[src/hdl/lrux_pkg.sv]
// Shared types and constants for the LRU cache with expiry.
package lrux_pkg;

    // Default sizes of the cache
    localparam int LRUX_ENTRIES    = 16;
    localparam int LRUX_KEY_BITS   = 32;
    localparam int LRUX_VALUE_BITS = 64;
    localparam int LRUX_TIME_BITS  = 32;

    // Fixed widths of the request and result fields
    localparam int ACTION_W = 3;
    localparam int KEY_W    = 32;
    localparam int VALUE_W  = 64;
    localparam int TTL_W    = 16;
    localparam int COUNT_W  = 5;
    localparam int CAP_W    = 5;
    localparam int IN_DATA_W  = 112;
    localparam int OUT_DATA_W = 80;

    localparam logic [CAP_W-1:0] CAP_RESET = 5'd16;

    // Request actions
    typedef enum logic [ACTION_W-1:0] {
        ACT_GET   = 3'd0,
        ACT_SET   = 3'd1,
        ACT_DEL   = 3'd2,
        ACT_TICK  = 3'd3,
        ACT_PURGE = 3'd4,
        ACT_CLEAR = 3'd5
    } action_t;

    // Controller states
    typedef enum logic [1:0] {
        ST_IDLE,
        ST_UPD,
        ST_PURGE,
        ST_HOLD
    } state_t;

    // Operation broadcast to every cell
    typedef enum logic [2:0] {
        OP_NOP,
        OP_TOUCH,
        OP_DROP_HIT,
        OP_DROP_PICK,
        OP_INSERT,
        OP_CLEAR
    } cell_op_t;

    // What the priority chain through the cells looks for
    typedef enum logic [1:0] {
        CHAIN_OFF,
        CHAIN_FREE,
        CHAIN_EXP
    } chain_mode_t;

    typedef struct packed {
        cell_op_t    op;
        chain_mode_t chain;
        logic        write;
        logic        full;
        logic        evict;
    } cell_cmd_t;

    typedef struct packed {
        logic valid;
        logic hit;
        logic hit_exp;
        logic pick;
    } cell_stat_t;

endpackage

[src/hdl/lrux_cell.sv]
// One cache cell: holds an entry, its expiry and its recency rank.
module lrux_cell
    import lrux_pkg::*;
#(
    parameter int KEY_BITS   = LRUX_KEY_BITS,
    parameter int VALUE_BITS = LRUX_VALUE_BITS,
    parameter int TIME_BITS  = LRUX_TIME_BITS,
    parameter int RANK_W     = 4
)
(
    input  logic                  clk,
    input  logic                  rst_n,
    input  logic                  lookup_en,
    input  logic [KEY_BITS-1:0]   lookup_key,
    input  cell_cmd_t             cmd,
    input  logic [RANK_W-1:0]     cmd_rank,
    input  logic [KEY_BITS-1:0]   wr_key,
    input  logic [VALUE_BITS-1:0] wr_value,
    input  logic                  wr_exp_en,
    input  logic [TIME_BITS-1:0]  wr_exp_time,
    input  logic [TIME_BITS-1:0]  cur_time,
    input  logic                  chain_in,
    output logic                  chain_out,
    output cell_stat_t            stat,
    output logic [RANK_W-1:0]     rank_out,
    output logic [VALUE_BITS-1:0] value_out
);

    logic                  valid_reg, valid_next;
    logic                  hit_reg, hit_next;
    logic [RANK_W-1:0]     rank_reg, rank_next;
    logic [KEY_BITS-1:0]   key_reg, key_next;
    logic [VALUE_BITS-1:0] value_reg, value_next;
    logic                  exp_en_reg, exp_en_next;
    logic [TIME_BITS-1:0]  exp_time_reg, exp_time_next;

    logic expired;
    logic cand;
    logic pick;
    logic lru_me;
    logic target;

    // Local status: expiry, and the priority chain that picks the lowest cell.
    always_comb
    begin
        expired = valid_reg && exp_en_reg && (cur_time > exp_time_reg);
        case (cmd.chain)
            CHAIN_FREE: cand = !valid_reg;
            CHAIN_EXP:  cand = expired;
            default:    cand = 1'b0;
        endcase
        pick      = cand && !chain_in;
        chain_out = chain_in || cand;
        lru_me    = valid_reg && (rank_reg == cmd_rank);
        target    = cmd.full ? lru_me : pick;
    end

    // Key compare is taken when the request is accepted.
    assign hit_next = lookup_en && valid_reg && (key_reg == lookup_key);

    assign stat.valid   = valid_reg;
    assign stat.hit     = hit_reg;
    assign stat.hit_exp = hit_reg && expired;
    assign stat.pick    = pick;

    assign rank_out  = (hit_reg || (pick && (cmd.chain == CHAIN_EXP))) ? rank_reg : '0;
    assign value_out = hit_reg ? value_reg : '0;

    // Next entry state for the broadcast operation.
    always_comb
    begin
        valid_next    = valid_reg;
        rank_next     = rank_reg;
        key_next      = key_reg;
        value_next    = value_reg;
        exp_en_next   = exp_en_reg;
        exp_time_next = exp_time_reg;
        case (cmd.op)
            OP_TOUCH:
            begin
                if (hit_reg)
                begin
                    rank_next = '0;
                    if (cmd.write)
                    begin
                        value_next    = wr_value;
                        exp_en_next   = wr_exp_en;
                        exp_time_next = wr_exp_time;
                    end
                end
                else if (valid_reg && (rank_reg < cmd_rank))
                begin
                    rank_next = RANK_W'(rank_reg + 1'b1);
                end
            end
            OP_DROP_HIT:
            begin
                if (hit_reg)
                    valid_next = 1'b0;
                else if (valid_reg && (rank_reg > cmd_rank))
                    rank_next = RANK_W'(rank_reg - 1'b1);
            end
            OP_DROP_PICK:
            begin
                if (pick)
                    valid_next = 1'b0;
                else if (valid_reg && (rank_reg > cmd_rank))
                    rank_next = RANK_W'(rank_reg - 1'b1);
            end
            OP_INSERT:
            begin
                if (target)
                begin
                    valid_next    = 1'b1;
                    rank_next     = '0;
                    key_next      = wr_key;
                    value_next    = wr_value;
                    exp_en_next   = wr_exp_en;
                    exp_time_next = wr_exp_time;
                end
                else if (cmd.evict && lru_me)
                begin
                    valid_next = 1'b0;
                end
                else if (valid_reg)
                begin
                    rank_next = RANK_W'(rank_reg + 1'b1);
                end
            end
            OP_CLEAR:
            begin
                valid_next = 1'b0;
            end
            default:
            begin
                valid_next = valid_reg;
            end
        endcase
    end

    // Control state
    always_ff @(posedge clk or negedge rst_n)
    begin
        if (!rst_n)
        begin
            valid_reg <= 1'b0;
            hit_reg   <= 1'b0;
        end
        else
        begin
            valid_reg <= valid_next;
            hit_reg   <= hit_next;
        end
    end

    // Entry payload
    always_ff @(posedge clk)
    begin
        rank_reg     <= rank_next;
        key_reg      <= key_next;
        value_reg    <= value_next;
        exp_en_reg   <= exp_en_next;
        exp_time_reg <= exp_time_next;
    end

endmodule

[config.mk]
export PLATFORM = sky130hd
export DESIGN_NAME = lrux_cell
export DESIGN_NICKNAME = d
export VERILOG_FILES = /design/src/hdl/lrux_pkg.sv /design/src/hdl/lrux_cell.sv
export SDC_FILE = /design/constraint.sdc
export NUM_CORES = 1
export LEC_CHECK = 0
export ABC_AREA = 1
export BUFFER_PORTS_ARGS = -buffer_cell sky130_fd_sc_hd__buf_2
export CORE_MARGIN = 5
export CORE_UTILIZATION = 45
export CTS_CLUSTER_SIZE = 10
export DETAILED_ROUTE_END_ITERATION = 12
export HOLD_SLACK_MARGIN = 0.15
export PLACE_DENSITY = 0.87
export SYNTH_ARGS = -nofsm -noshare
export SYNTH_HDL_FRONTEND = slang
export SYNTH_SLANG_ARGS = --single-unit
[constraint.sdc]
create_clock -name clk -period 7.1 [get_ports clk]
set_clock_uncertainty 0.1 [all_clocks]
set_input_delay 1.42 -clock clk [delete_from_list [all_inputs] [get_ports clk]]
set_output_delay 1.42 -clock clk [all_outputs]
set_load 0.01 [all_outputs]
# Word-level counts from Yosys, hierarchy flattened
# Index checks and enable logic that the tools add are counted.
[totals]
ramBits = 0
latch_bits = 0
word_cells = 84
n_memories = 0
reg_bits = 135
mem_bits_ro = 0
[op_classes]
order_cmp = 3
n_eq_ne = 20
mul = 0
addsub = 2
n_div = 0
bitwise_logic = 0
n_shift = 0
n_reduce_logical = 22
muxes = 30
[ops]
columns = ["operator", "n"]
rows = [
  ["64-bit two-way mux", 4],
  ["64-bit case mux with 2 select lines", 1],
  ["32-bit two-way mux", 3],
  ["32-bit case mux with 2 select lines", 1],
  ["4-bit two-way mux", 9],
  ["32-bit == test", 1],
  ["32-bit > comparator", 1],
  ["4-bit case mux with 4 select lines", 1],
  ["2-bit inequality test, second input constant", 7],
  ["3-bit inequality test, second input constant", 4],
  ["1-bit logical AND", 11],
  ["1-bit two-way mux", 8],
  ["4-bit AND reduction", 2],
  ["4-bit nonzero test", 2],
  ["3-bit by 2-bit == test with 1-bit output, second input constant", 2],
  ["3-bit == test, second input constant", 2],
  ["6-bit AND reduction", 1],
  ["4-bit by 1-bit adder with 4-bit output, second input constant", 1],
  ["4-bit == test", 1],
  ["4-bit > comparator", 1],
  ["4-bit less-than comparator", 1],
  ["1-bit case mux with 2 select lines", 2],
  ["1-bit case mux with 4 select lines", 1],
  ["4-bit by 1-bit subtractor with 4-bit output, second input constant", 1],
  ["other kinds (7)", 9],
]

# Logic depth before layout (Yosys ltp)
[logic_depth]
ltp_word = 7
ltp_mapped = 21
ltp_nobuf = 21

# Worst setup path before layout
# Ideal clock, no wire load.
[synth_path]
path_kind = "in2reg"
startpoint = "in cur_time[31]"
endpoint = "reg exp_en_reg, enable pin"
t_required_ns = 6.510
setup_slack_ns = 1.104
arrival_time_ns = 5.406
cell_stages = 13
path_buffers = 0
setup_ns = 0.490
cell_sequence = "ha_1 nand2_1 nor2_2 nand2_2 nor2_2 nand2_1 nand2_1 nand3_2 nand2_4 nand3_4 nand2_1 nand3_2 a21oi_2"
[synth_via]
elab_chain_cells = 7
[synth_lines]
columns = ["element", "line", "source"]
rows = [
  ["start: declaration", "lrux_cell.sv:21", "input logic [TIME_BITS-1:0] cur_time,"],
  ["32-bit > comparator", "lrux_cell.sv:46", "expired = valid_reg && exp_en_reg && (cur_time > exp_time_reg);"],
  ["1-bit logical AND", "lrux_cell.sv:46", ""],
  ["1-bit case mux with 2 select lines", "lrux_cell.sv:47", "case (cmd.chain)"],
  ["1-bit logical AND", "lrux_cell.sv:52", "pick = cand && !chain_in;"],
  ["1-bit two-way mux", "lrux_cell.sv:55", "target = cmd.full ? lru_me : pick;"],
  ["2-bit inequality test (no line)", "-", ""],
  ["4-bit AND reduction (no line)", "-", ""],
  ["end signal: assignment", "lrux_cell.sv:162", "exp_en_reg <= exp_en_next;"],
  ["end: declaration", "lrux_cell.sv:34", "logic exp_en_reg, exp_en_next;"],
]
# Every way passes these cells.
# A chain may end at the register's enable or synchronous reset.

# Final worst setup path
[layout_path]
startpoint = "in cur_time[17]"
endpoint = "out rank_out[0]"
[layout_via]
elab_chain_cells = 7
[layout_lines]
columns = ["element", "line", "source"]
rows = [
  ["32-bit > comparator", "lrux_cell.sv:46", ""],
  ["1-bit logical AND", "lrux_cell.sv:46", ""],
  ["1-bit case mux with 2 select lines", "lrux_cell.sv:47", ""],
  ["1-bit logical AND", "lrux_cell.sv:52", ""],
  ["1-bit logical AND", "lrux_cell.sv:66", "assign rank_out = (hit_reg || (pick && (cmd.chain == CHAIN_EXP))) ? rank_reg : '0;"],
  ["1-bit logical OR", "lrux_cell.sv:66", ""],
  ["4-bit two-way mux", "lrux_cell.sv:66", ""],
  ["end: declaration", "lrux_cell.sv:25", "output logic [RANK_W-1:0] rank_out,"],
]
# Every way passes these cells.

==> flow_metrics.env <==
export IMPL_p_per_area_mw_per_mm2=234
export IMPL_grt_pass1_wl_mm=24.2
export IMPL_rsz0062_at_grt="false"
export IMPL_cp_end_kind="output pin"
export IMPL_mappedNetlistArea_mm2=0.00650
export IMPL_vias=5095
export IMPL_cts_root_buf="clkbuf_16"
export IMPL_arrival_ns=3.18
export IMPL_ys_seq_area_share_pct=62.2
export IMPL_syn_to_final_growth_pct=34.4
export IMPL_dieHeight_um=130
export IMPL_grt_max_degree=70
export IMPL_p_total_w=0.00204
export IMPL_antenna_found_initial=0
export IMPL_grt_ovfl_total=0
export IMPL_ir_drop_mv=0.242
export IMPL_grt_usage_pct=18.7
export IMPL_clock_path_buffers=2
export IMPL_startpoint_type="input port"
export IMPL_ys_top_cells_by_area="edfxtp_1 (61%), inv_1 (8.0%), nand2_1 (8.0%)"
export IMPL_dp_cells=1059
export IMPL_finalInstanceArea_mm2=0.00873
export IMPL_regArea_mm2=0.00405
export IMPL_clock_latency_ns=0.42
export IMPL_hold_buffers=0
export IMPL_synth_main_ff_cell="edfxtp_1"
export IMPL_min_delay_path_depth=2
export IMPL_io_pins=282
export IMPL_yosysTopAreaCell="edfxtp_1"
export IMPL_dp_hpwl_mm=12.6
export IMPL_synth_nets=851
export IMPL_cts_resized=0
export IMPL_gp_congestion=0.843
export IMPL_place_area_mm2=0.00811
export IMPL_io_buffers=281
export IMPL_core_rowCount=44
export IMPL_dr_pass1_iters=4
export IMPL_finalCritPeriodShare_pct=66.1
export IMPL_yosysTopAreaCellShare_pct=61.5
export IMPL_synth_area_per_cell_um2=10.8
export IMPL_cts_made_buffers=17
export IMPL_dieArea_mm2=0.0169
export IMPL_layoutNonFillerInstCount=1090
export IMPL_finalSetupViolations=0
export IMPL_crit_type="input port to output pin"
export IMPL_status="finished clean"
export IMPL_drc_errors=0
export IMPL_ant_nets=0
export IMPL_r2r_slack_ns=3.69
export IMPL_cts_sinks=135
export IMPL_wl_per_cell_um=14.5
export IMPL_max_cap_violations=0
export IMPL_post_cts_buffers=0
export IMPL_synth_edff_count=133
export IMPL_grt_pass1_vias=5280
export IMPL_drtIter0Drc=272
export IMPL_largest_reg_flops=64
export IMPL_synth_cells=602
export IMPL_maxSlewViolCount=0
export IMPL_worst_pin_slew_ns=1.22
export IMPL_async_reset_ff_share_pct=1.48
export IMPL_multi_input_area_mm2=0.00187
export IMPL_r2r_cells=15
export IMPL_ys_ff_latch=135
export IMPL_yosysUniqueCellTypes=38
export IMPL_die_w_um=130
export IMPL_h_tree_depth=4
export IMPL_drt_total_wl_mm=15.8
export IMPL_fill_cells=1172
export IMPL_drive_gt1_share_pct=37.9
export IMPL_start_util_pct=45.2
export IMPL_hp_class="flip-flop to flip-flop"
export IMPL_max_slew_margin_rel_pct=18.9
export IMPL_cts_tree="built"
export IMPL_final_nets=1143
export IMPL_finalHoldViolCount=0
export IMPL_n_antenna_cell=0
export IMPL_crit_required_ns=5.58
export IMPL_path_clk_slew_ns=0.06
export IMPL_fp_coreArea_mm2=0.0144
export IMPL_yosysWarnings=0
export IMPL_post_drt_via_cell_ratio=4.67
export IMPL_leakage_nw=4.60
export IMPL_tns_ns=0
export IMPL_max_freq_mhz=213
export IMPL_synth_common_cells="inv_1 (139), nand2_1 (139), edfxtp_1 (133)"
export IMPL_critPathMaxFanout=4
export IMPL_timing_final_crit_period_ns=4.70
[layout make-up]
type,instances,area share [%]
clock buffers,17,4.87
clock inverters,14,2.25
inverters,144,6.19
multi-input cells,313,21.4
flip-flops and latches,135,46.3
well taps,184,2.64
repair buffers,283,16.3
[per-stage QoR]
stage                     hold WS (ns)  utilization, %  worst slack, ns
after floorplan                  0.409               -             1.10
after global placement           0.452            56.4             2.38
after detailed placement         0.450            56.4             2.39
after CTS                        0.467            60.8             2.38
after global routing             0.502            60.8             2.17
final                            0.474            60.8             2.40
[cell usage in the layout, fill, tap and decap left out, drive strengths merged, types with 2 or more instances in the layout]
master / n
xor2: 6
clkbuf: 17
nand4: 9
clkinvlp: 2
nand3: 17
dfrtp: 2
nand2: 142
xnor2: 7
buf: 283
o21ai: 15
a221oi: 4
nor4: 5
or2: 6
a21oi: 20
clkinv: 4
bufinv: 4
inv: 148
edfxtp: 133
a22o: 3
ha: 40
o22ai: 4
nor2: 27
o211ai: 2
[cell families (layout without fill, tap and decap cells)]
family / Yosys count / in the layout / share of synthesized area, %
AOI/OAI and AO/OA: 53 / 53 / 4.91
and+or+nand+nor: 207 / 207 / 14.3
DFF: 135 / 135 / 62.2
adders and majority gates: 40 / 40 / 7.70
buffers and inverters: 154 / 458 / 9.07
xor gates and xnor gates: 13 / 13 / 1.75
[report_power, final]
group	switching, W	internal, W	total (W)
clock	0.000338	0.000589	0.000927
sequential	0.0000152	0.000925	0.000940
combinational	0.0000924	0.0000836	0.000176
[per-layer routing]
| metal | vias up | track usage [%] | part of all wire (%) |
|---|---|---|---|
| met5 | - | 0 | 0 |
| met4 | 0 | 8.37 | 3.1 |
| met3 | 37 | 6.75 | 9.2 |
| met2 | 218 | 33.3 | 52 |
| met1 | 2293 | 19.7 | 36 |
| li1 | 2547 | - | - |
[final timing paths]
| path | from | endpoint |
|---|---|---|
| max | cur_time[17] | rank_out[0] |
| min | key_reg[6]$_DFFE_PP_ | hit_reg$_DFF_PN0_ |
| max reg2reg | exp_time_reg[27]$_DFFE_PP_ | value_reg[53]$_DFFE_PP_ |
| min reg2reg | key_reg[6]$_DFFE_PP_ | hit_reg$_DFF_PN0_ |
| max in group asynchronous | rst_n | hit_reg$_DFF_PN0_ |
| min in group asynchronous | rst_n | hit_reg$_DFF_PN0_ |
[worst max-delay path: stages]
cell and delay, ns:
buf_2 0.11, ha_1 0.32, nand2_1 0.07, nand2_1 0.05, nand2_1 0.06, nand2_1 0.05
nand2_1 0.05, nand3_1 0.08, a21oi_1 0.20, nand2_1 0.11, nand3_2 0.09, nand2_4 0.07
nand3_4 0.07, inv_2 0.04, nand2_1 0.05, nand2_1 0.05, inv_2 0.11, nor2_2 0.04
buf_2 0.14
No activity file was read; power rests on OpenSTA's default activity.
